--- src/design/gcb_pkg.sv ---
`default_nettype none

package gcb_pkg;

    // Width of the point index within a contour, and its saturation value.
    localparam int IDX_BITS = 16;
    localparam logic [IDX_BITS-1:0] IDX_MAX = '1;

    // One accepted point causes at most three segments.
    localparam int NUM_SLOTS = 3;
    localparam int SLOT_BITS = 2;

    // Slot positions within a job.
    localparam logic [SLOT_BITS-1:0] SLOT_OWN    = 2'd0;
    localparam logic [SLOT_BITS-1:0] SLOT_FIRST  = 2'd1;
    localparam logic [SLOT_BITS-1:0] SLOT_SECOND = 2'd2;

    // Queue depth between the front and the back.
    localparam int Q_DEPTH = 4;

    // Segment kinds.
    localparam logic SEG_LINEAR    = 1'b0;
    localparam logic SEG_QUADRATIC = 1'b1;

    // Queue status seen by both sides.
    typedef struct packed {
        logic full;
        logic empty;
    } t_q_status;

endpackage

`default_nettype wire

--- src/design/glyph_contour_to_bezier_segments.sv ---
// Outline point to segment converter.
// Input channel: i_valid / o_stall with one outline point per transaction
// (i_x, i_y, i_on_curve, i_contour_end). Output channel: o_valid / i_stall
// with one line or quadratic segment per transaction; coordinates are doubled,
// o_point_index names the point that closes the segment and o_last_of_run
// marks the final segment caused by an input point.
// An accepted point enters the job queue; the segment builder then loads its
// first segment into the output register. Throughput while i_stall is low:
// one point per cycle while each point gives at most one segment; a contour
// end point gives up to three segments, which leave one per cycle through the
// single output register. A point with no segment shows nothing at the output.
// A four-entry job queue sits between the classifier and the segment
// builder, so the input keeps flowing while the output is stalled until the
// queue fills; o_stall is the queue's full flag.
// Reset (synchronous, active low) clears the contour history, empties the
// queue and drops any pending output. While i_stall is high the presented
// segment holds steady.
`default_nettype none

module glyph_contour_to_bezier_segments
    import gcb_pkg::*;
#(
    parameter int COORD_BITS = 16
) (
    input  wire logic                         i_clk,
    input  wire logic                         i_rst_n,
    input  wire logic                         i_valid,
    output logic                              o_stall,
    input  wire logic signed [COORD_BITS-1:0] i_x,
    input  wire logic signed [COORD_BITS-1:0] i_y,
    input  wire logic                         i_on_curve,
    input  wire logic                         i_contour_end,
    output logic                              o_valid,
    input  wire logic                         i_stall,
    output logic                              o_seg_kind,
    output logic signed [COORD_BITS:0]        o_p0_x2,
    output logic signed [COORD_BITS:0]        o_p0_y2,
    output logic signed [COORD_BITS:0]        o_p1_x2,
    output logic signed [COORD_BITS:0]        o_p1_y2,
    output logic signed [COORD_BITS:0]        o_p2_x2,
    output logic signed [COORD_BITS:0]        o_p2_y2,
    output logic [IDX_BITS-1:0]               o_point_index,
    output logic                              o_last_of_run
);

    localparam int PT_W  = 2 * COORD_BITS + 1;
    localparam int JOB_W = NUM_SLOTS * 3 * PT_W + IDX_BITS + NUM_SLOTS;

    logic             w_accept;
    logic             w_push;
    logic             w_pop;
    logic [JOB_W-1:0] w_job_in;
    logic [JOB_W-1:0] w_job_out;
    t_q_status        w_q_status;

    assign o_stall  = w_q_status.full;
    assign w_accept = i_valid && !w_q_status.full;

    // Classifier with the contour history.
    gcb_front #(
        .COORD_BITS(COORD_BITS)
    ) u_front (
        .i_clk         (i_clk),
        .i_rst_n       (i_rst_n),
        .i_accept      (w_accept),
        .i_x           (i_x),
        .i_y           (i_y),
        .i_on_curve    (i_on_curve),
        .i_contour_end (i_contour_end),
        .o_push        (w_push),
        .o_job         (w_job_in)
    );

    // Job queue between classifier and segment builder.
    gcb_queue #(
        .WIDTH(JOB_W),
        .DEPTH(Q_DEPTH)
    ) u_queue (
        .i_clk    (i_clk),
        .i_rst_n  (i_rst_n),
        .i_push   (w_push),
        .i_data   (w_job_in),
        .i_pop    (w_pop),
        .o_data   (w_job_out),
        .o_status (w_q_status)
    );

    // Segment builder and output register.
    gcb_back #(
        .COORD_BITS(COORD_BITS)
    ) u_back (
        .i_clk         (i_clk),
        .i_rst_n       (i_rst_n),
        .i_job         (w_job_out),
        .i_q_status    (w_q_status),
        .o_pop         (w_pop),
        .o_valid       (o_valid),
        .i_stall       (i_stall),
        .o_seg_kind    (o_seg_kind),
        .o_p0_x2       (o_p0_x2),
        .o_p0_y2       (o_p0_y2),
        .o_p1_x2       (o_p1_x2),
        .o_p1_y2       (o_p1_y2),
        .o_p2_x2       (o_p2_x2),
        .o_p2_y2       (o_p2_y2),
        .o_point_index (o_point_index),
        .o_last_of_run (o_last_of_run)
    );

    // A job is only retired while the queue holds one.
    a_pop_nonempty: assert property (@(posedge i_clk) disable iff (!i_rst_n)
        w_pop |-> !w_q_status.empty)
        else $error("job retired from an empty queue");

    // The queue cannot report full and empty at once.
    a_q_status: assert property (@(posedge i_clk) disable iff (!i_rst_n)
        !(w_q_status.full && w_q_status.empty))
        else $error("queue status inconsistent");

    // A line segment carries no quadratic end point.
    a_linear_p2: assert property (@(posedge i_clk) disable iff (!i_rst_n)
        (o_valid && o_seg_kind == SEG_LINEAR) |-> (o_p2_x2 == '0 && o_p2_y2 == '0))
        else $error("linear segment with nonzero end point");

    // Segments of one point leave back to back once the receiver takes them.
    a_run_continues: assert property (@(posedge i_clk) disable iff (!i_rst_n)
        (o_valid && !o_last_of_run && !i_stall) |=> o_valid)
        else $error("gap inside the segments of one point");

endmodule

`default_nettype wire

--- src/design/gcb_front.sv ---
`default_nettype none

module gcb_front
    import gcb_pkg::*;
#(
    parameter int COORD_BITS = 16,
    localparam int PT_W  = 2 * COORD_BITS + 1,
    localparam int JOB_W = NUM_SLOTS * 3 * PT_W + IDX_BITS + NUM_SLOTS
) (
    input  wire logic                         i_clk,
    input  wire logic                         i_rst_n,
    input  wire logic                         i_accept,
    input  wire logic signed [COORD_BITS-1:0] i_x,
    input  wire logic signed [COORD_BITS-1:0] i_y,
    input  wire logic                         i_on_curve,
    input  wire logic                         i_contour_end,
    output logic                              o_push,
    output logic [JOB_W-1:0]                  o_job
);

    typedef struct packed {
        logic signed [COORD_BITS-1:0] x;
        logic signed [COORD_BITS-1:0] y;
        logic                         on;
    } t_point;

    typedef struct packed {
        t_point c;
        t_point p;
        t_point q;
    } t_req;

    typedef struct packed {
        t_req [NUM_SLOTS-1:0]  req;
        logic [IDX_BITS-1:0]   idx;
        logic [NUM_SLOTS-1:0]  mask;
    } t_job;

    t_point              r_first, r_second, r_prev, r_prev2;
    t_point              n_first, n_second, n_prev, n_prev2;
    logic [IDX_BITS-1:0] r_count, n_count;

    t_point              w_cur;
    t_job                w_job;
    logic [NUM_SLOTS-1:0] w_slot_on;

    assign w_cur = '{x: i_x, y: i_y, on: i_on_curve};

    // Classify the point: pick the point triples of every segment it closes.
    always_comb begin
        w_job     = '0;
        w_slot_on = '0;
        w_job.idx = r_count;
        if (r_count == '0) begin
            w_job.req[SLOT_OWN] = '{c: w_cur, p: w_cur, q: w_cur};
            w_slot_on[SLOT_OWN] = i_contour_end;
        end else if (r_count == IDX_BITS'(1)) begin
            w_job.req[SLOT_OWN]   = '{c: w_cur, p: r_first, q: w_cur};
            w_job.req[SLOT_FIRST] = '{c: r_first, p: w_cur, q: r_first};
            w_slot_on[SLOT_OWN]   = i_contour_end;
            w_slot_on[SLOT_FIRST] = i_contour_end;
        end else begin
            w_job.req[SLOT_OWN]    = '{c: w_cur, p: r_prev, q: r_prev2};
            w_job.req[SLOT_FIRST]  = '{c: r_first, p: w_cur, q: r_prev};
            w_job.req[SLOT_SECOND] = '{c: r_second, p: r_first, q: w_cur};
            w_slot_on[SLOT_OWN]    = 1'b1;
            w_slot_on[SLOT_FIRST]  = i_contour_end;
            w_slot_on[SLOT_SECOND] = i_contour_end;
        end
        // An on point followed by an off point closes no segment.
        for (int s = 0; s < NUM_SLOTS; s++) begin
            w_job.mask[s] = w_slot_on[s] &&
                            !(w_job.req[s].p.on && !w_job.req[s].c.on);
        end
    end

    assign o_job  = JOB_W'(w_job);
    assign o_push = i_accept && (w_job.mask != '0);

    // Contour history update on every accepted point.
    always_comb begin
        n_first  = r_first;
        n_second = r_second;
        n_prev   = r_prev;
        n_prev2  = r_prev2;
        n_count  = r_count;
        if (i_accept) begin
            if (r_count == '0) begin
                n_first = w_cur;
            end
            if (r_count == IDX_BITS'(1)) begin
                n_second = w_cur;
            end
            n_prev2 = r_prev;
            n_prev  = w_cur;
            if (i_contour_end) begin
                n_count = '0;
            end else if (r_count != IDX_MAX) begin
                n_count = r_count + IDX_BITS'(1);
            end
        end
    end

    always_ff @(posedge i_clk) begin
        if (!i_rst_n) begin
            r_first  <= '0;
            r_second <= '0;
            r_prev   <= '0;
            r_prev2  <= '0;
            r_count  <= '0;
        end else begin
            r_first  <= n_first;
            r_second <= n_second;
            r_prev   <= n_prev;
            r_prev2  <= n_prev2;
            r_count  <= n_count;
        end
    end

endmodule

`default_nettype wire

--- src/design/gcb_queue.sv ---
`default_nettype none

module gcb_queue
    import gcb_pkg::*;
#(
    parameter int WIDTH = 8,
    parameter int DEPTH = 4,
    localparam int PTR_W = (DEPTH > 1) ? $clog2(DEPTH) : 1,
    localparam int CNT_W = $clog2(DEPTH + 1)
) (
    input  wire logic             i_clk,
    input  wire logic             i_rst_n,
    input  wire logic             i_push,
    input  wire logic [WIDTH-1:0] i_data,
    input  wire logic             i_pop,
    output logic [WIDTH-1:0]      o_data,
    output t_q_status             o_status
);

    logic [WIDTH-1:0] r_mem [DEPTH];
    logic [PTR_W-1:0] r_wr_ptr, n_wr_ptr;
    logic [PTR_W-1:0] r_rd_ptr, n_rd_ptr;
    logic [CNT_W-1:0] r_count, n_count;
    logic             w_do_push, w_do_pop;

    assign w_do_push = i_push && (r_count != CNT_W'(DEPTH));
    assign w_do_pop  = i_pop && (r_count != '0);

    // Pointer and fill count bookkeeping.
    always_comb begin
        n_wr_ptr = r_wr_ptr;
        n_rd_ptr = r_rd_ptr;
        n_count  = r_count;
        if (w_do_push) begin
            n_wr_ptr = (r_wr_ptr == PTR_W'(DEPTH - 1)) ? '0 : r_wr_ptr + PTR_W'(1);
        end
        if (w_do_pop) begin
            n_rd_ptr = (r_rd_ptr == PTR_W'(DEPTH - 1)) ? '0 : r_rd_ptr + PTR_W'(1);
        end
        if (w_do_push && !w_do_pop) begin
            n_count = r_count + CNT_W'(1);
        end else if (w_do_pop && !w_do_push) begin
            n_count = r_count - CNT_W'(1);
        end
    end

    always_ff @(posedge i_clk) begin
        if (!i_rst_n) begin
            r_wr_ptr <= '0;
            r_rd_ptr <= '0;
            r_count  <= '0;
        end else begin
            r_wr_ptr <= n_wr_ptr;
            r_rd_ptr <= n_rd_ptr;
            r_count  <= n_count;
        end
    end

    // Entry storage needs no reset.
    always_ff @(posedge i_clk) begin
        if (w_do_push) begin
            r_mem[r_wr_ptr] <= i_data;
        end
    end

    assign o_data         = r_mem[r_rd_ptr];
    assign o_status.full  = (r_count == CNT_W'(DEPTH));
    assign o_status.empty = (r_count == '0);

endmodule

`default_nettype wire

--- src/design/gcb_back.sv ---
`default_nettype none

module gcb_back
    import gcb_pkg::*;
#(
    parameter int COORD_BITS = 16,
    localparam int PT_W  = 2 * COORD_BITS + 1,
    localparam int OUT_W = COORD_BITS + 1,
    localparam int JOB_W = NUM_SLOTS * 3 * PT_W + IDX_BITS + NUM_SLOTS
) (
    input  wire logic                    i_clk,
    input  wire logic                    i_rst_n,
    input  wire logic [JOB_W-1:0]        i_job,
    input  wire t_q_status               i_q_status,
    output logic                         o_pop,
    output logic                         o_valid,
    input  wire logic                    i_stall,
    output logic                         o_seg_kind,
    output logic signed [OUT_W-1:0]      o_p0_x2,
    output logic signed [OUT_W-1:0]      o_p0_y2,
    output logic signed [OUT_W-1:0]      o_p1_x2,
    output logic signed [OUT_W-1:0]      o_p1_y2,
    output logic signed [OUT_W-1:0]      o_p2_x2,
    output logic signed [OUT_W-1:0]      o_p2_y2,
    output logic [IDX_BITS-1:0]          o_point_index,
    output logic                         o_last_of_run
);

    typedef struct packed {
        logic signed [COORD_BITS-1:0] x;
        logic signed [COORD_BITS-1:0] y;
        logic                         on;
    } t_point;

    typedef struct packed {
        t_point c;
        t_point p;
        t_point q;
    } t_req;

    typedef struct packed {
        t_req [NUM_SLOTS-1:0]  req;
        logic [IDX_BITS-1:0]   idx;
        logic [NUM_SLOTS-1:0]  mask;
    } t_job;

    // Doubled coordinate and sum of two coordinates, both exact in OUT_W bits.
    function automatic logic [OUT_W-1:0] dbl(input logic [COORD_BITS-1:0] a);
        return {a, 1'b0};
    endfunction

    function automatic logic [OUT_W-1:0] add2(input logic [COORD_BITS-1:0] a,
                                              input logic [COORD_BITS-1:0] b);
        return {a[COORD_BITS-1], a} + {b[COORD_BITS-1], b};
    endfunction

    t_job                 w_job;
    t_req                 w_req;
    logic [NUM_SLOTS-1:0] w_left, w_sel_bit;
    logic [SLOT_BITS-1:0] w_sel;
    logic                 w_last, w_advance;

    logic                 r_valid, n_valid;
    logic [NUM_SLOTS-1:0] r_done, n_done;
    logic                 r_kind;
    logic [OUT_W-1:0]     r_p0x, r_p0y, r_p1x, r_p1y, r_p2x, r_p2y;
    logic [OUT_W-1:0]     w_p0x, w_p0y, w_p1x, w_p1y, w_p2x, w_p2y;
    logic [IDX_BITS-1:0]  r_idx, w_idx;
    logic                 r_last;

    assign w_job  = t_job'(i_job);
    assign w_left = w_job.mask & ~r_done;

    // Lowest pending slot of the job at the head of the queue.
    always_comb begin
        if (w_left[SLOT_OWN]) begin
            w_sel = SLOT_OWN;
        end else if (w_left[SLOT_FIRST]) begin
            w_sel = SLOT_FIRST;
        end else begin
            w_sel = SLOT_SECOND;
        end
    end

    assign w_sel_bit = NUM_SLOTS'(1) << w_sel;
    assign w_last    = (w_left & ~w_sel_bit) == '0;
    assign w_req     = w_job.req[w_sel];
    assign w_advance = !i_q_status.empty && (!r_valid || !i_stall);
    assign o_pop     = w_advance && w_last;

    // Segment geometry for the selected slot.
    always_comb begin
        w_p2x = '0;
        w_p2y = '0;
        if (w_req.p.on) begin
            w_p0x = dbl(w_req.p.x);
            w_p0y = dbl(w_req.p.y);
            w_p1x = dbl(w_req.c.x);
            w_p1y = dbl(w_req.c.y);
        end else begin
            w_p0x = w_req.q.on ? dbl(w_req.q.x) : add2(w_req.p.x, w_req.q.x);
            w_p0y = w_req.q.on ? dbl(w_req.q.y) : add2(w_req.p.y, w_req.q.y);
            w_p1x = dbl(w_req.p.x);
            w_p1y = dbl(w_req.p.y);
            w_p2x = w_req.c.on ? dbl(w_req.c.x) : add2(w_req.c.x, w_req.p.x);
            w_p2y = w_req.c.on ? dbl(w_req.c.y) : add2(w_req.c.y, w_req.p.y);
        end
        case (w_sel)
            SLOT_OWN:    w_idx = w_job.idx;
            SLOT_FIRST:  w_idx = '0;
            default:     w_idx = IDX_BITS'(1);
        endcase
    end

    // Output register and slot progress.
    always_comb begin
        n_valid = r_valid;
        n_done  = r_done;
        if (w_advance) begin
            n_valid = 1'b1;
            n_done  = w_last ? '0 : (r_done | w_sel_bit);
        end else if (!i_stall) begin
            n_valid = 1'b0;
        end
    end

    always_ff @(posedge i_clk) begin
        if (!i_rst_n) begin
            r_valid <= 1'b0;
            r_done  <= '0;
        end else begin
            r_valid <= n_valid;
            r_done  <= n_done;
        end
    end

    always_ff @(posedge i_clk) begin
        if (w_advance) begin
            r_kind <= w_req.p.on ? SEG_LINEAR : SEG_QUADRATIC;
            r_p0x  <= w_p0x;
            r_p0y  <= w_p0y;
            r_p1x  <= w_p1x;
            r_p1y  <= w_p1y;
            r_p2x  <= w_p2x;
            r_p2y  <= w_p2y;
            r_idx  <= w_idx;
            r_last <= w_last;
        end
    end

    assign o_valid       = r_valid;
    assign o_seg_kind    = r_kind;
    assign o_p0_x2       = r_p0x;
    assign o_p0_y2       = r_p0y;
    assign o_p1_x2       = r_p1x;
    assign o_p1_y2       = r_p1y;
    assign o_p2_x2       = r_p2x;
    assign o_p2_y2       = r_p2y;
    assign o_point_index = r_idx;
    assign o_last_of_run = r_last;

endmodule

`default_nettype wire
--- config.mk ---
export PLATFORM = sky130hd
export DESIGN_NAME = glyph_contour_to_bezier_segments
export DESIGN_NICKNAME = d
export VERILOG_FILES = /design/src/design/gcb_pkg.sv /design/src/design/glyph_contour_to_bezier_segments.sv /design/src/design/gcb_front.sv /design/src/design/gcb_queue.sv /design/src/design/gcb_back.sv
export SDC_FILE = /design/constraint.sdc
export NUM_CORES = 2
export LEC_CHECK = 0
export BUFFER_PORTS_ARGS = -buffer_cell sky130_fd_sc_hd__buf_2
export CORE_MARGIN = 8
export CORE_UTILIZATION = 55
export DETAILED_ROUTE_END_ITERATION = 8
export PLACE_DENSITY = 0.74
export SETUP_SLACK_MARGIN = 0.1
export SYNTH_ARGS = -nofsm -noshare
export SYNTH_HDL_FRONTEND = slang
export SYNTH_SLANG_ARGS = --single-unit
--- constraint.sdc ---
create_clock -name i_clk -period 9.9 [get_ports i_clk]
set_input_delay 0.495 -clock i_clk [delete_from_list [all_inputs] [get_ports i_clk]]
set_output_delay 0.495 -clock i_clk [all_outputs]
set_load 0.01 [all_outputs]
==> impl_metrics.ini <==
[sta]
fin_setup_tns_ns = 0
fin_crit_sh_pct = 60.8
setup_viol = 0
worst_pin_slew_ns = 1.26
max_freq_mhz = 166
setup_ws_ns = 3.88
period_needed_ns = 6.02
finalClockSkew_ns = 0.0225
hold_viol_final = 0
rsz0062_at_grt = no
slew_headroom_pct = 15.1
maxSlewViolCount = 0

[yosys]
synth_edf_count = 1382
syn_inst = 4028
ys_seq_elements = 1543
yosysSeqAreaShare_pct = 69.4
syn_area_mm2 = 0.0645
ys.flop_type = edfxtp_1
yosysWarnings = 0
synth_cell_type_count = 82
syn_area_per_cell_um2 = 16.0
async_flop_share_pct = 0

[route]
drtAntennaViolNets = 0
drtIter0Drc = 3893
firstDrtPassIters = 6
route.detailed.drc = 0
wire_per_inst_um = 26.4
viasPerCell = 6.16
wl_mm = 154
num_vias = 35900

[global_route]
grt_pass1_vias = 36000
grt_util_all_layers_pct = 23.8
grt_max_degree = 144
overflow = 0
grt_antenna_before_repair = 14
grt_pass1_wl_mm = 229

[critical_path]
worstSetupPathType = register to register
worstPathRequired_ns = 10.38
cp.arrival_ns = 6.50
end_kind = register
startpoint_type = register
crit_fanout = 101
r2r_cells = 13

[clock_tree]
clk_pin_slew_worst_paths_ns = 0.06
clock_latency_ns = 0.76
cts_buffers = 150
h-tree-depth = 4
clockRootBuffer = clkbuf_16
holdBufCountCts = 0
cts_setup_buffers = 0
cts_sinks = 1543
clk_path_buf_depth = 3
cts_tree = done
cts_resized = 0

[floorplan]
num_io_pins = 160
fp-row-count = 125
core_area_mm2 = 0.116
die_w_um = 358
die_area_mm2 = 0.128
initial_utilization_pct = 55.5
die_y_um = 358

[power_and_ir_drop]
leakagePower_nw = 24.3
p_per_area_mw_per_mm2 = 336
finalPower_mw = 24.0
ir_worst_vdd_mv = 0.211

[place]
io_buffers = 157
gp_congestion = 0.918
dp_slack_ns = 3.80
dp_hpwl_mm = 90.2

[cells_and_area]
syn_to_final_growth_pct = 11.0
final_common_cell = edfxtp_1
final_cell_mix = 1382 x edfxtp_1, 532 x nand2_1, 298 x mux4_2
drive_above_1_share_pct = 19.3
final_nets = 4289
n_fill_cell = 8216

[flow_run]
drv_cap = 0

[hold_path]
min_path_cells = 3
hp-class = input pin to register

[outcome]
status = complete, no violations
-- routing by layer --
layer	vias to the layer above	share of wire [%]	track usage, %
li1	15800	-	-
met1	18200	40	32.4
met2	1587	47	37.8
met3	304	8.2	4.71
met4	8	4.1	9.70
met5	-	0.036	0
-- final cells by class --
class | count | area [µm²] | area share, %
sequential | 1543 | 44700 | 62.5
multi-input combinational | 2212 | 18500 | 25.9
clock buffer | 207 | 4210 | 5.88
tap | 1524 | 1910 | 2.66
timing repair buffer | 221 | 1370 | 1.91
clock inverter | 73 | 624 | 0.873
inverter | 45 | 170 | 0.238
antenna | 4 | 10.0 | 0.0140
-- path summary, 6_finish.rpt --
check	start	end	slack, ns
max	register	u_back.o_p0_y2[10]	3.88
min	i_stall	u_back.o_valid	0.07
max reg2reg	register	u_back.o_p0_y2[10]	3.88
min reg2reg	u_front.r_second[6]	u_front.r_second[6]	0.45
-- cells in the mapped netlist, drive strengths merged (6+ instances only) --
master | count | area (µm²)
edfxtp | 1382 | 41500
nand2 | 535 | 2010
mux4 | 298 | 6710
and2 | 187 | 1170
nor2 | 168 | 641
o21ai | 165 | 878
dfxtp | 161 | 3220
a21oi | 140 | 708
a21boi | 135 | 1010
mux2i | 135 | 1350
clkbuf | 116 | 435
buf | 113 | 699
ha | 73 | 913
inv | 45 | 169
mux2 | 40 | 462
nand3 | 28 | 140
xor2 | 27 | 236
xnor2 | 23 | 201
a211oi | 20 | 155
o221ai | 18 | 158
or3 | 18 | 113
o21a | 17 | 128
a21o | 16 | 120
o211ai | 15 | 113
a31oi | 14 | 93.8
nor3 | 13 | 65.1
nand2b | 11 | 68.8
and3 | 10 | 62.6
nor2b | 10 | 62.6
nand3b | 9 | 67.6
or2 | 7 | 43.8
nand4 | 6 | 37.5
o21bai | 6 | 45.0
-- state kept, by name, summed over array words and instances, names as in the netlist, 16 cells and up, named ones only --
signal                cells
u_back.o_p0_y2           17
u_queue.r_mem          1264
u_front.r_count          16
u_back.o_p2_x2           17
u_back.o_p1_y2           16
u_back.o_p0_x2           17
u_back.o_p2_y2           17
u_front.r_prev           33
u_back.o_p1_x2           16
u_front.r_second         33
u_back.o_point_index     16
u_front.r_prev2          33
u_front.r_first          33
-- critical path: stages (launching register included) --
cell      delay [ns]
dfxtp_4         0.59
buf_12          0.62
and2b_1         0.36
a22o_4          0.65
buf_4           0.68
o21ai_0         0.55
ha_1            0.43
fa_1            0.49
a211o_1         0.32
a21oi_1         0.24
a221oi_1        0.14
o21a_1          0.20
o311ai_0        0.31
a21oi_1         0.11
-- report_power, final --
part | switching, mW | leakage, nW | total (mW) | internal [mW]
Sequential | 0.368 | 14.2 | 8.62 | 8.25
Combinational | 6.23 | 7.70 | 9.82 | 3.59
Clock | 2.38 | 2.37 | 5.58 | 3.20
Total | 8.98 | 24.3 | 24.0 | 15.0
-- kinds of logic after synthesis --
kind of cell,Yosys count,synth area share [%]
DFF,1543,69.4
and+or+nand+nor,1015,7.11
AOI/OAI and AO/OA,594,6.00
muxes,473,13.2
buffers and inverters,274,2.02
adders and majority gates,78,1.57
xor gates and xnor gates,50,0.679
other,1,0.00582
-- per-stage QoR --
stage	hold WS [ns]	util, %	cell area [µm²]	std cells
2_1_floorplan	0.430	-	64500	4029
4_1_cts	0.0251	61.6	71500	5825
3_5_place_dp	0.443	57.4	66700	5545
6_report	0.0717	61.6	71600	5829
3_3_place_gp	0.435	57.4	66700	5545
5_1_grt	0.0740	61.6	71500	5825
Note: power is estimated with default switching activity, not from simulation.
